<file path="config.mk">
export PLATFORM = sky130hd
export DESIGN_NAME = cbcu_seq
export DESIGN_NICKNAME = d
export VERILOG_FILES = /design/src/rtl/cbcu_pkg.sv /design/src/rtl/cbcu_seq.sv
export SDC_FILE = /design/constraint.sdc
export NUM_CORES = 1
export LEC_CHECK = 0
export ABC_AREA = 1
export CORE_MARGIN = 3
export CORE_UTILIZATION = 40
export DETAILED_ROUTE_END_ITERATION = 10
export DONT_BUFFER_PORTS = 1
export HOLD_SLACK_MARGIN = 0.1
export PLACE_DENSITY = 0.65
export SYNTH_ARGS = -nofsm -noshare
export SYNTH_HDL_FRONTEND = slang
export SYNTH_SLANG_ARGS = --single-unit
</file>
<file path="constraint.sdc">
create_clock -name clk -period 6.8 [get_ports clk]
set_input_delay 0.34 -clock clk [delete_from_list [all_inputs] [get_ports clk]]
set_output_delay 0.34 -clock clk [all_outputs]
set_load 0.05 [all_outputs]
</file>
<file path="src/rtl/cbcu_pkg.sv">
// shared types, constants and helpers for the counting bloom conservative update core
package cbcu_pkg;

    localparam int CELL_BITS  = 8;
    localparam int NUM_CELLS  = 65536;
    localparam int MAX_HASHES = 8;

    localparam int ADDR_BITS   = (NUM_CELLS > 1) ? $clog2(NUM_CELLS) : 1;
    localparam int INDEX_BITS  = 16;
    localparam int NUM_INDEXES = 8;
    localparam int SLOT_BITS   = 3;
    localparam int VALUE_BITS  = 8;
    localparam int HC_BITS     = 4;

    typedef logic [CELL_BITS-1:0]  cell_t;
    typedef logic [ADDR_BITS-1:0]  addr_t;
    typedef logic [SLOT_BITS-1:0]  slot_t;
    typedef logic [VALUE_BITS-1:0] value_t;
    typedef logic [HC_BITS-1:0]    hcount_t;

    localparam cell_t CELL_MAX    = cell_t'((2 ** CELL_BITS) - 1);
    localparam addr_t LAST_ADDR   = addr_t'(NUM_CELLS - 1);
    localparam logic [INDEX_BITS-1:0] INDEX_MASK = INDEX_BITS'(NUM_CELLS - 1);

    localparam logic CMD_QUERY = 1'b0;
    localparam logic CMD_SET   = 1'b1;

    typedef enum logic [2:0] {
        ST_CLEAR,
        ST_IDLE,
        ST_READ_ADDR,
        ST_READ_DATA,
        ST_DECIDE,
        ST_WRITE,
        ST_FINISH
    } state_t;

    typedef struct packed {
        logic  we;
        addr_t waddr;
        cell_t wdata;
        logic  re;
        addr_t raddr;
    } ram_req_t;

    typedef struct packed {
        logic clearing;
        logic idle;
        logic writing;
    } status_t;

    // store index from a hashed index, wrapped onto the store size
    function automatic addr_t reduce_index(input logic [INDEX_BITS-1:0] idx);
        return addr_t'(idx & INDEX_MASK);
    endfunction

    // occurrence saturated to the cell maximum
    function automatic cell_t clamp_occ(input logic [INDEX_BITS-1:0] occ);
        cell_t res;
        if (occ > INDEX_BITS'(CELL_MAX))
        begin
            res = CELL_MAX;
        end
        else
        begin
            res = cell_t'(occ);
        end
        return res;
    endfunction

    // slot of the last index in use, from the hash count register
    function automatic slot_t last_slot(input hcount_t hc);
        hcount_t n;
        n = hc;
        if (n == '0)
        begin
            n = hcount_t'(1);
        end
        if (n > hcount_t'(MAX_HASHES))
        begin
            n = hcount_t'(MAX_HASHES);
        end
        return slot_t'(n - hcount_t'(1));
    endfunction

    function automatic value_t to_value(input cell_t c);
        return value_t'(c);
    endfunction

endpackage

</file>
<file path="src/rtl/cbcu_seq.sv">
// sequencer with the shared compare unit: clearing pass, reads, decision and write-back
module cbcu_seq (
    input  logic                                   clk,
    input  logic                                   rst_n,
    input  logic                                   s_tvalid,
    output logic                                   s_tready,
    input  logic [cbcu_pkg::INDEX_BITS*9-1:0]      s_tdata,
    input  logic                                   s_tuser,
    input  cbcu_pkg::hcount_t                      hash_count,
    output cbcu_pkg::ram_req_t                     ram_req,
    input  cbcu_pkg::cell_t                        ram_rdata,
    output logic                                   res_valid,
    input  logic                                   res_ready,
    output cbcu_pkg::cell_t                        res_value,
    output cbcu_pkg::status_t                      status
);

    cbcu_pkg::state_t state_reg, state_next;
    cbcu_pkg::addr_t  clr_reg, clr_next;
    cbcu_pkg::slot_t  cnt_reg, cnt_next;
    cbcu_pkg::slot_t  last_reg, last_next;
    logic             cmd_reg, cmd_next;
    cbcu_pkg::cell_t  occ_reg, occ_next;
    cbcu_pkg::cell_t  min_reg, min_next;
    cbcu_pkg::cell_t  res_reg, res_next;
    cbcu_pkg::addr_t  idx_reg [cbcu_pkg::NUM_INDEXES];
    cbcu_pkg::addr_t  idx_next [cbcu_pkg::NUM_INDEXES];
    cbcu_pkg::cell_t  old_reg [cbcu_pkg::NUM_INDEXES];
    cbcu_pkg::cell_t  old_next [cbcu_pkg::NUM_INDEXES];

    // the one comparator, shared by the min search, the decision and the write-back
    cbcu_pkg::cell_t  cmp_a, cmp_b;
    logic             cmp_lt;

    assign cmp_lt = cmp_a < cmp_b;

    always_ff @(posedge clk or negedge rst_n)
    begin
        if (!rst_n)
        begin
            state_reg <= cbcu_pkg::ST_CLEAR;
            clr_reg   <= '0;
            cnt_reg   <= '0;
        end
        else
        begin
            state_reg <= state_next;
            clr_reg   <= clr_next;
            cnt_reg   <= cnt_next;
        end
    end

    always_ff @(posedge clk)
    begin
        last_reg <= last_next;
        cmd_reg  <= cmd_next;
        occ_reg  <= occ_next;
        min_reg  <= min_next;
        res_reg  <= res_next;
        idx_reg  <= idx_next;
        old_reg  <= old_next;
    end

    always_comb
    begin
        state_next = state_reg;
        clr_next   = clr_reg;
        cnt_next   = cnt_reg;
        last_next  = last_reg;
        cmd_next   = cmd_reg;
        occ_next   = occ_reg;
        min_next   = min_reg;
        res_next   = res_reg;
        idx_next   = idx_reg;
        old_next   = old_reg;
        ram_req    = '0;
        s_tready   = 1'b0;
        res_valid  = 1'b0;
        cmp_a      = ram_rdata;
        cmp_b      = min_reg;

        case (state_reg)
            cbcu_pkg::ST_CLEAR:
            begin
                ram_req.we    = 1'b1;
                ram_req.waddr = clr_reg;
                ram_req.wdata = '0;
                clr_next      = clr_reg + cbcu_pkg::addr_t'(1);
                if (clr_reg == cbcu_pkg::LAST_ADDR)
                begin
                    state_next = cbcu_pkg::ST_IDLE;
                end
            end
            cbcu_pkg::ST_IDLE:
            begin
                s_tready = 1'b1;
                if (s_tvalid)
                begin
                    cmd_next  = s_tuser;
                    occ_next  = cbcu_pkg::clamp_occ(s_tdata[cbcu_pkg::INDEX_BITS-1:0]);
                    last_next = cbcu_pkg::last_slot(hash_count);
                    min_next  = cbcu_pkg::CELL_MAX;
                    cnt_next  = '0;
                    for (int i = 0; i < cbcu_pkg::NUM_INDEXES; i++)
                    begin
                        idx_next[i] = cbcu_pkg::reduce_index(
                            s_tdata[cbcu_pkg::INDEX_BITS*(i+1) +: cbcu_pkg::INDEX_BITS]);
                    end
                    state_next = cbcu_pkg::ST_READ_ADDR;
                end
            end
            cbcu_pkg::ST_READ_ADDR:
            begin
                ram_req.re    = 1'b1;
                ram_req.raddr = idx_reg[cnt_reg];
                state_next    = cbcu_pkg::ST_READ_DATA;
            end
            cbcu_pkg::ST_READ_DATA:
            begin
                cmp_a             = ram_rdata;
                cmp_b             = min_reg;
                old_next[cnt_reg] = ram_rdata;
                if (cmp_lt)
                begin
                    min_next = ram_rdata;
                end
                if (cnt_reg == last_reg)
                begin
                    state_next = cbcu_pkg::ST_DECIDE;
                end
                else
                begin
                    cnt_next   = cnt_reg + cbcu_pkg::slot_t'(1);
                    state_next = cbcu_pkg::ST_READ_ADDR;
                end
            end
            cbcu_pkg::ST_DECIDE:
            begin
                cmp_a    = min_reg;
                cmp_b    = occ_reg;
                cnt_next = '0;
                if ((cmd_reg == cbcu_pkg::CMD_SET) && cmp_lt)
                begin
                    res_next   = occ_reg;
                    state_next = cbcu_pkg::ST_WRITE;
                end
                else
                begin
                    res_next   = min_reg;
                    state_next = cbcu_pkg::ST_FINISH;
                end
            end
            cbcu_pkg::ST_WRITE:
            begin
                // only cells below the new count are raised
                cmp_a = old_reg[cnt_reg];
                cmp_b = occ_reg;
                if (cmp_lt)
                begin
                    ram_req.we    = 1'b1;
                    ram_req.waddr = idx_reg[cnt_reg];
                    ram_req.wdata = occ_reg;
                end
                if (cnt_reg == last_reg)
                begin
                    state_next = cbcu_pkg::ST_FINISH;
                end
                else
                begin
                    cnt_next = cnt_reg + cbcu_pkg::slot_t'(1);
                end
            end
            cbcu_pkg::ST_FINISH:
            begin
                res_valid = 1'b1;
                if (res_ready)
                begin
                    state_next = cbcu_pkg::ST_IDLE;
                end
            end
            default:
            begin
                state_next = cbcu_pkg::ST_CLEAR;
            end
        endcase
    end

    assign res_value = res_reg;
    assign status    = '{clearing: (state_reg == cbcu_pkg::ST_CLEAR),
                         idle:     (state_reg == cbcu_pkg::ST_IDLE),
                         writing:  (state_reg == cbcu_pkg::ST_WRITE)};

endmodule

</file>
Yosys cells after proc, flatten, opt, wreduce, memory -nomap -nowiden. Cells that the tools add are included.

Output and inout port bits: 55. Input bits: 161. Register bits: 242. Word-level logic and storage cells: 95.

$add $sub $neg: 3. Reduce and logical (&&, ||, !) cells: 12. Multiplexer cells: 36. Order comparisons: 5. Equal/unequal tests: 14. Bitwise operators: 1.

Operators by type and width (number): 64-bit bitwise mux (1); 8-bit two-way mux (7); 25-bit one-hot mux with 2 select lines (1); 16-bit binary-select mux with 3-bit select (1); 16-bit two-way mux (2); 8-bit one-hot mux with 2 select lines (2); 3-bit two-way mux (10); 25-bit two-way mux (1); 8-bit binary-select mux with 3-bit select (1); 8-bit demux with 3-bit select (1); 3-bit one-hot mux with 7 select lines (1); 17-bit two-way mux (1); 16-bit by 1-bit adder with 16-bit output (second input constant) (1); 16-bit == test (second input constant) (1); 16-bit by 8-bit > comparator with 1-bit output (second input constant) (1); 4-bit two-way mux (3); 3-bit == test (second input constant) (3); 3-bit one-hot mux with 3 select lines (1); 8-bit less-than comparator (1); 2-bit inequality test (second input constant) (4); 3-bit by 2-bit == test with 1-bit output (second input constant) (2); 3-bit AND reduction (2); 4-bit >= comparator (second input constant) (1); 4-bit > comparator (second input constant) (1); other kinds (17) (21).

Longest topological paths before layout. Gate-level depths: netlist of the first run.

Depth after elaboration: 9. Gate-level depth with buffers: 21. Mapped depth without buffers: 20.

Least setup slack after synthesis of the first run. No wires, ideal clock.

Path type: flip-flop to flip-flop. Start point: register state_reg[0]. End point: register cmd_reg (enable). Data required time: 6.158 ns. Stages on the path, launching flop included: 8. Data arrival time: 7.414 ns. Slack: -1.256 ns. Cells stage by stage: dfrtp_1 > buf_6 > inv_1 > nor2_1 > inv_1 > nor2_1 > inv_1 > nor2_1.

Word-level cells in the longest chain between the ends: 2.

Ends and longest elaborated chain: from (decl) (RTL line cbcu_seq.sv:18) `cbcu_pkg::state_t state_reg, state_next;`; from (signal assigned) (RTL line cbcu_seq.sv:41) `state_reg <= cbcu_pkg::ST_CLEAR;`; from (signal assigned) (RTL line cbcu_seq.sv:47) `state_reg <= state_next;`; 3-bit by 1-bit == test with 1-bit output (RTL line cbcu_seq.sv:82) `case (state_reg)`; 2-bit AND reduction (no line); to (signal assigned) (RTL line cbcu_seq.sv:56) `cmd_reg <= cmd_next;`; to (decl) (RTL line cbcu_seq.sv:22) `logic cmd_reg, cmd_next;`.

No other way between the ends. A chain may end at the register's enable or synchronous reset.

==> results.txt, run 1 <==
Max FFs per register - 128
Synth area leaders - edfxtp_1, nand2_1, dfrtp_1
Post-CTS Setup Repair Bufs - 0
Row cnt - 57
Synthesized net count - 997
Reg area - 0.00716 mm2
Largest net degree at the start of global routing - 141
Type of the most critical hold path - in2reg
Slowest cell on the critical path - dfrtp_1
Maximum VDD drop - 273 uV
Yosys reg bits - 242
GPL Wtd Cong - 0.838
Final Max Tran Viols - 0
GRT Total Usage - 21.0%
Post-Route Skew - 0.00724 ns
Final setup violating endpoints - 0
Area fraction of the dominant cell type after synthesis - 65.0%
Final setup TNS - 0 ns
Area of the multi-input gates - 0.00246 mm2
Total grt overflow - 0
DRC errors left - 0
Cell variety after synth - 45
Worst setup EP type - output port
Final core occ - 53.6%
FF-to-FF setup slack - 2.24 ns
Most instantiated cells after synthesis - edfxtp_1, nand2_1, inv_1
Fill count - 2067
Maximum fanout along the worst path - 25
Top FF cell, synth - edfxtp_1
Via density - 5.30
Main combinational cell family by area after synthesis - simple AND/OR/NAND/NOR gates
Critical Path RT - 6.46 ns
Cts-stage hold buffer count - 150
Area grow syn2layout - 30.1%
Clock sinks - 242
Max cap viols - 0
DR WL/cell - 21.3 um
Post-synth EDFFs - 220
Pwr per Cell Area - 388 mW/mm2
Ports - 216
Clock latency on the worst-skew pair - 0.54 ns
Total leakage power - 0.00508 uW
Total clock buffers created by CTS - 27
Clock transition at path regs - 0.06 ns
RSZ-0062 raised after global routing - false
Cell area after synthesis - 0.0102 mm2
Mux share of post-synthesis cell area - 0%
Setup crit start kind - register
First-pass GRT wire length - 42.9 mm
Slew headroom - 24.0%
Register area share after synthesis - 70.4%
Most frequent CP cell - nand2_1
CTS tree - yes
Share of cells above drive strength 1 - 11.1%
Die width - 165 um
Mean area per synthesized cell - 12.3 um2
Biggest area consumer among synthesized cells - edfxtp_1
Most frequent cell after synthesis - edfxtp_1
Crit-path cells - clkinv_1 -> nand2_1 -> inv_1 -> a22o_1 -> o31ai_1 -> o221ai_1 -> ha_1 -> nand2_1 -> nor2_1 -> a211oi_1 -> a21boi_2 -> nand2_2 -> o22ai_2
Buf/Inv on CP - 2
Initial Util - 41.2%
Post-Syn Instances - 826
Post-CTS resize count - 0
H-Tree Depth - 1
Initial drt markers - 577
Synth warnings - 0
Die area - 0.0274 mm2
Antenna violations before repair - 6
Hold Vio Cnt, Final - 0
Xor-xnor portion of the synthesized cell area - 1.55%
Final worst path period share - 79.6%
Core ar. - 0.0247 mm2
Via count - 7207
Slew @ Worst Pin - 1.14 ns
Slowest Stage Delay on Critical Path - 0.74 ns
Tmin final - 5.41 ns
Async SR Flop Fraction - 9.09%
Post-DP HPWL - 18.6 mm
Clk buf depth - 3
Crit Path Class - reg2out
Root Driver - clkbuf_16
Total Nets Final - 1181
ANT nets after route - 0
CP delay by family, top - compound AO/OA/AOI/OAI gates
Buffers on Ports - 0
First drt pass iteration count - 5
Worst Path Arrival - 5.07 ns
Outcome - finished, final reports clean
Simple-gate share of the synthesized area - 12.8%
Routed WL - 29.0 mm
Compound-cell area share of the yosys netlist - 8.44%
Number of global-route vias before repair - 7345
Synth Area in Adders - 1.23%
Die Ht - 165 um
Fmax - 185 MHz
==> kinds of logic (layout without fill, tap and decap cells) <==
group / after synthesis / in the layout
XOR/XNOR: 18 / 18
flip-flops: 242 / 242
buffers and inverters: 138 / 343
AND/OR/NAND/NOR: 298 / 298
adder cells (fa/ha/maj): 10 / 10
other: 0 / 5
AO/OA/AOI/OAI: 120 / 120
==> power breakdown <==
group,switching [uW],internal (uW)
combinational,1040,351
clock,623,1040
sequential,130,1940
==> final cells by class <==
class | instances | area share (%)
clock buffers | 29 | 5.16
diodes | 5 | 0.0945
flip-flops and latches | 242 | 54.1
inverters | 108 | 3.06
clock inverters | 21 | 2.53
multi-input cells | 446 | 18.6
repair buffers | 185 | 13.4
well taps | 324 | 3.06
==> stage by stage <==
stage | instances | hold slack [ns] | setup slack, ns | power (uW) | area [um2]
after floorplan | 826 | 0.0444 | 1.10 | 3070 | 10200
after global placement | 1155 | 0.0453 | 2.24 | 3370 | 10700
after detailed placement | 1155 | 0.0453 | 1.98 | 3400 | 10700
after CTS | 1355 | 0.178 | 1.35 | 5120 | 13200
after global routing | 1360 | 0.200 | 1.07 | 5360 | 13200
final | 1360 | 0.185 | 1.39 | 5130 | 13200
==> per-layer routing <==
metal / track usage (%) / up-vias / share of wire [%]
met5: 0 / - / 0.045
met4: 8.09 / 2 / 3.5
met3: 5.34 / 75 / 8.4
met2: 35.2 / 363 / 49
met1: 26.1 / 3466 / 39
li1: - / 3301 / -
==> cells in the final DEF (no fill, tap or decap), types with 7 or more instances in the layout <==
cell and count:
a221oi_1 18, nand4_1 24, bufinv_16 8, a21oi_1 12
dlygate4sd3_1 150, buf_4 34, o21ai_2 10, nand2_1 164
o21ai_0 25, o221ai_1 7, a22o_1 10, nor2_1 49
a22oi_1 13, clkbuf_16 27, o22ai_1 12, dfrtp_1 22
ha_1 10, xor2_1 14, nand3_1 35, edfxtp_1 220
inv_1 105
==> worst register-to-register path, delay by kind of cell, from the launching register on <==
kind            cells  cell delay (ns)
flops               1             0.74
buf+inv             2             0.86
compound gates      6             1.44
simple gates        4             0.81
fa+ha+maj           1             0.35
==> final timing paths <==
kind / startpoint / end / cells after the start
worst max-delay path: cnt_reg[0] / ram_req[33] / 13
worst min-delay path: hash_count[1] / last_reg[1] / 3
worst max register to register: cnt_reg[0] / min_reg[2] / 13
worst min register to register: clr_reg[13] / clr_reg[13] / 1
max in group asynchronous: rst_n / clr_reg[5] / 1
min in group asynchronous: rst_n / clr_reg[12] / 1
No activity file was read; power rests on OpenSTA's default activity.
==> run 2, diff against run 1 <==
clock period = 4.6 ns   (was 6.8 ns; I/O delays follow)
==> run 2 against run 1 <==
  * Final cell count increased by 1.5%
  * Register-to-register slack lost 1.4 ns
  * Via count grew 1.6%
  * Highest routed layer unchanged
  * Clock-buffer cell count shrank 2
  * Die area did not move
  * Hold slack worse by 0.056 ns
  * Critical path depth up 2
  * First-iteration DRC count up 12%
  * Clock power is 36% higher
  * Combinational power grew 56%
  * Clock skew increased by 0.0037 ns
  * Utilization is 0.45 points higher
==> results.txt, run 2 (synthesis results as in run 1) <==
Tmin final - 4.26 ns
Slew @ Worst Pin - 1.38 ns (+0.244 ns)
Worst Path Arrival - 4.03 ns (-1.04 ns)
Outcome - finished, final reports clean
Root Driver - clkbuf_16
Crit Path Class - reg2out
Die area - 0.0274 mm2 (unchanged)
Type of the most critical hold path - in2reg
RSZ-0062 raised after global routing - false
Final worst path period share - 92.6%
Hold Vio Cnt, Final - 0 (unchanged)
Buffers on Ports - 0 (unchanged)
Commonest non-fill, non-tap cell in the layout - edfxtp_1
Max FFs per register - 128 (unchanged)
H-Tree Depth - 1 (unchanged)
Worst setup EP type - output port
Total Nets Final - 1204 (+1.9%)
Max cap viols - 0 (unchanged)
Largest net degree at the start of global routing - 84 (-40%)
Number of global-route vias before repair - 7404 (+0.80%)
DR WL/cell - 21.2 um (-0.52%)
DP Worst Slack - 0.568 ns (-1.41 ns)
Total clock buffers created by CTS - 27 (unchanged)
Slew headroom - 7.09% (-17 points)
Die width - 165 um (unchanged)
Clock transition at path regs - 0.06 ns (about the same)
Final Max Tran Viols - 0 (unchanged)
Initial Util - 41.2% (unchanged)
Core ar. - 0.0247 mm2 (unchanged)
CTS tree - yes
Setup crit start kind - register
GPL Wtd Cong - 0.862 (+2.8%)
Total grt overflow - 0 (unchanged)
Fmax - 235 MHz
DRC errors left - 0 (unchanged)
Final setup violating endpoints - 0 (unchanged)
Critical Path RT - 4.37 ns (-2.09 ns)
Row cnt - 57 (unchanged)
ANT nets after route - 0 (unchanged)
Ports - 216 (unchanged)
Final setup TNS - 0 ns (unchanged)
Total leakage power - 0.00513 uW (+1.2%)
Share of cells above drive strength 1 - 12.8% (+1.8 points)
Antenna violations before repair - 5 (-1)
Initial drt markers - 648 (+12%)
Post-DP HPWL - 18.8 mm (+1.2%)
Via count - 7325 (+1.6%)
Maximum fanout along the worst path - 25 (unchanged)
Maximum VDD drop - 407 uV (+49%)
First-pass GRT wire length - 43.4 mm (+1.2%)
Most frequent cells in the layout - edfxtp_1, nand2_1, dlygate4sd3_1
Post-Route Skew - 0.0109 ns (+0.00366 ns)
Clock sinks - 242 (unchanged)
Clock latency on the worst-skew pair - 0.52 ns (-0.02 ns)
Area grow syn2layout - 31.2%
Final WS setup - 0.339 ns (-1.05 ns)
Routed WL - 29.2 mm (+0.94%)
GRT Total Usage - 21.1% (+0.19 points)
Pwr per Cell Area - 561 mW/mm2 (+45%)
Total power - 7480 uW (+46%)
Clk buf depth - 3 (unchanged)
First drt pass iteration count - 5 (unchanged)
Via density - 5.31 (+0.16%)
Die Ht - 165 um (unchanged)
run 2: worst paths after layout:
check / start / end / slack [ns] / depth (start not counted)
min in group asynchronous: rst_n / state_reg[0] / 0.35 / 1
hold reg to reg: clr_reg[13] / clr_reg[13] / 0.49 / 1
setup / recovery: cnt_reg[0] / ram_req[34] / 0.34 / 15
max in group asynchronous: rst_n / cnt_reg[0] / 3.54 / 1
hold / removal: s_tdata[13] / occ_reg[3] / 0.13 / 3
setup reg to reg: cnt_reg[0] / min_reg[2] / 0.83 / 14
run 2: routing by layer:
metal	part of all wire [%]	global-route usage [%]	vias up
met4	3.9	7.86	4
met2	48	35.0	397
met1	40	27.7	3497
met3	7.9	4.27	79
met5	0.092	0	-
li1	-	-	3348
run 2: through the flow:
stage	utilization (%)	area [um2]	hold slack (ns)	cells
floorplan	-	10200	-0.0656	826
global placement	43.9	10800	-0.0648	1172
detailed placement	43.9	10800	-0.0647	1172
CTS	53.9	13300	0.102	1373
global route	54.1	13300	0.145	1380
finish	54.1	13300	0.129	1380
run 2: worst max-delay path, cell delays in order, from the launching register on:
cell and delay, ns:
dfrtp_2 0.47, clkinvlp_4 0.21, nand2_1 0.20, clkinvlp_4 0.22
nand2_1 0.12, nand4_1 0.11, o21ai_0 0.22, o221ai_1 0.16
ha_1 0.34, a21oi_1 0.13, nor2_1 0.05, a211oi_1 0.29
a21boi_2 0.28, nand2_4 0.22, o22ai_1 0.22, buf_4 0.23
run 2: area by class of cell:
| type | instances | area [um2] |
|---|---|---|
| flip-flops and latches | 242 | 7160 |
| diodes | 3 | 7.51 |
| repair buffers | 208 | 1950 |
| multi-input cells | 446 | 2470 |
| clock inverters | 22 | 262 |
| clock buffers | 27 | 676 |
| inverters | 108 | 413 |
| well taps | 324 | 405 |
| fillers | 2030 | 11300 |
run 2: report_power, final:
group	switching [uW]	leakage, uW	internal, uW
logic	1570	0.00242	609
registers	180	0.00227	2870
clock network	895	0.000444	1360
total	2640	0.00513	4840
run 2: timing repair:
item | CTS | global route
endpoints found under the setup margin | 1 | 25
hold buffers | 152 | 0
buffers inserted | 0 | 4
resized for setup | 1 | 4
endpoints found under the hold margin | 236 | 0
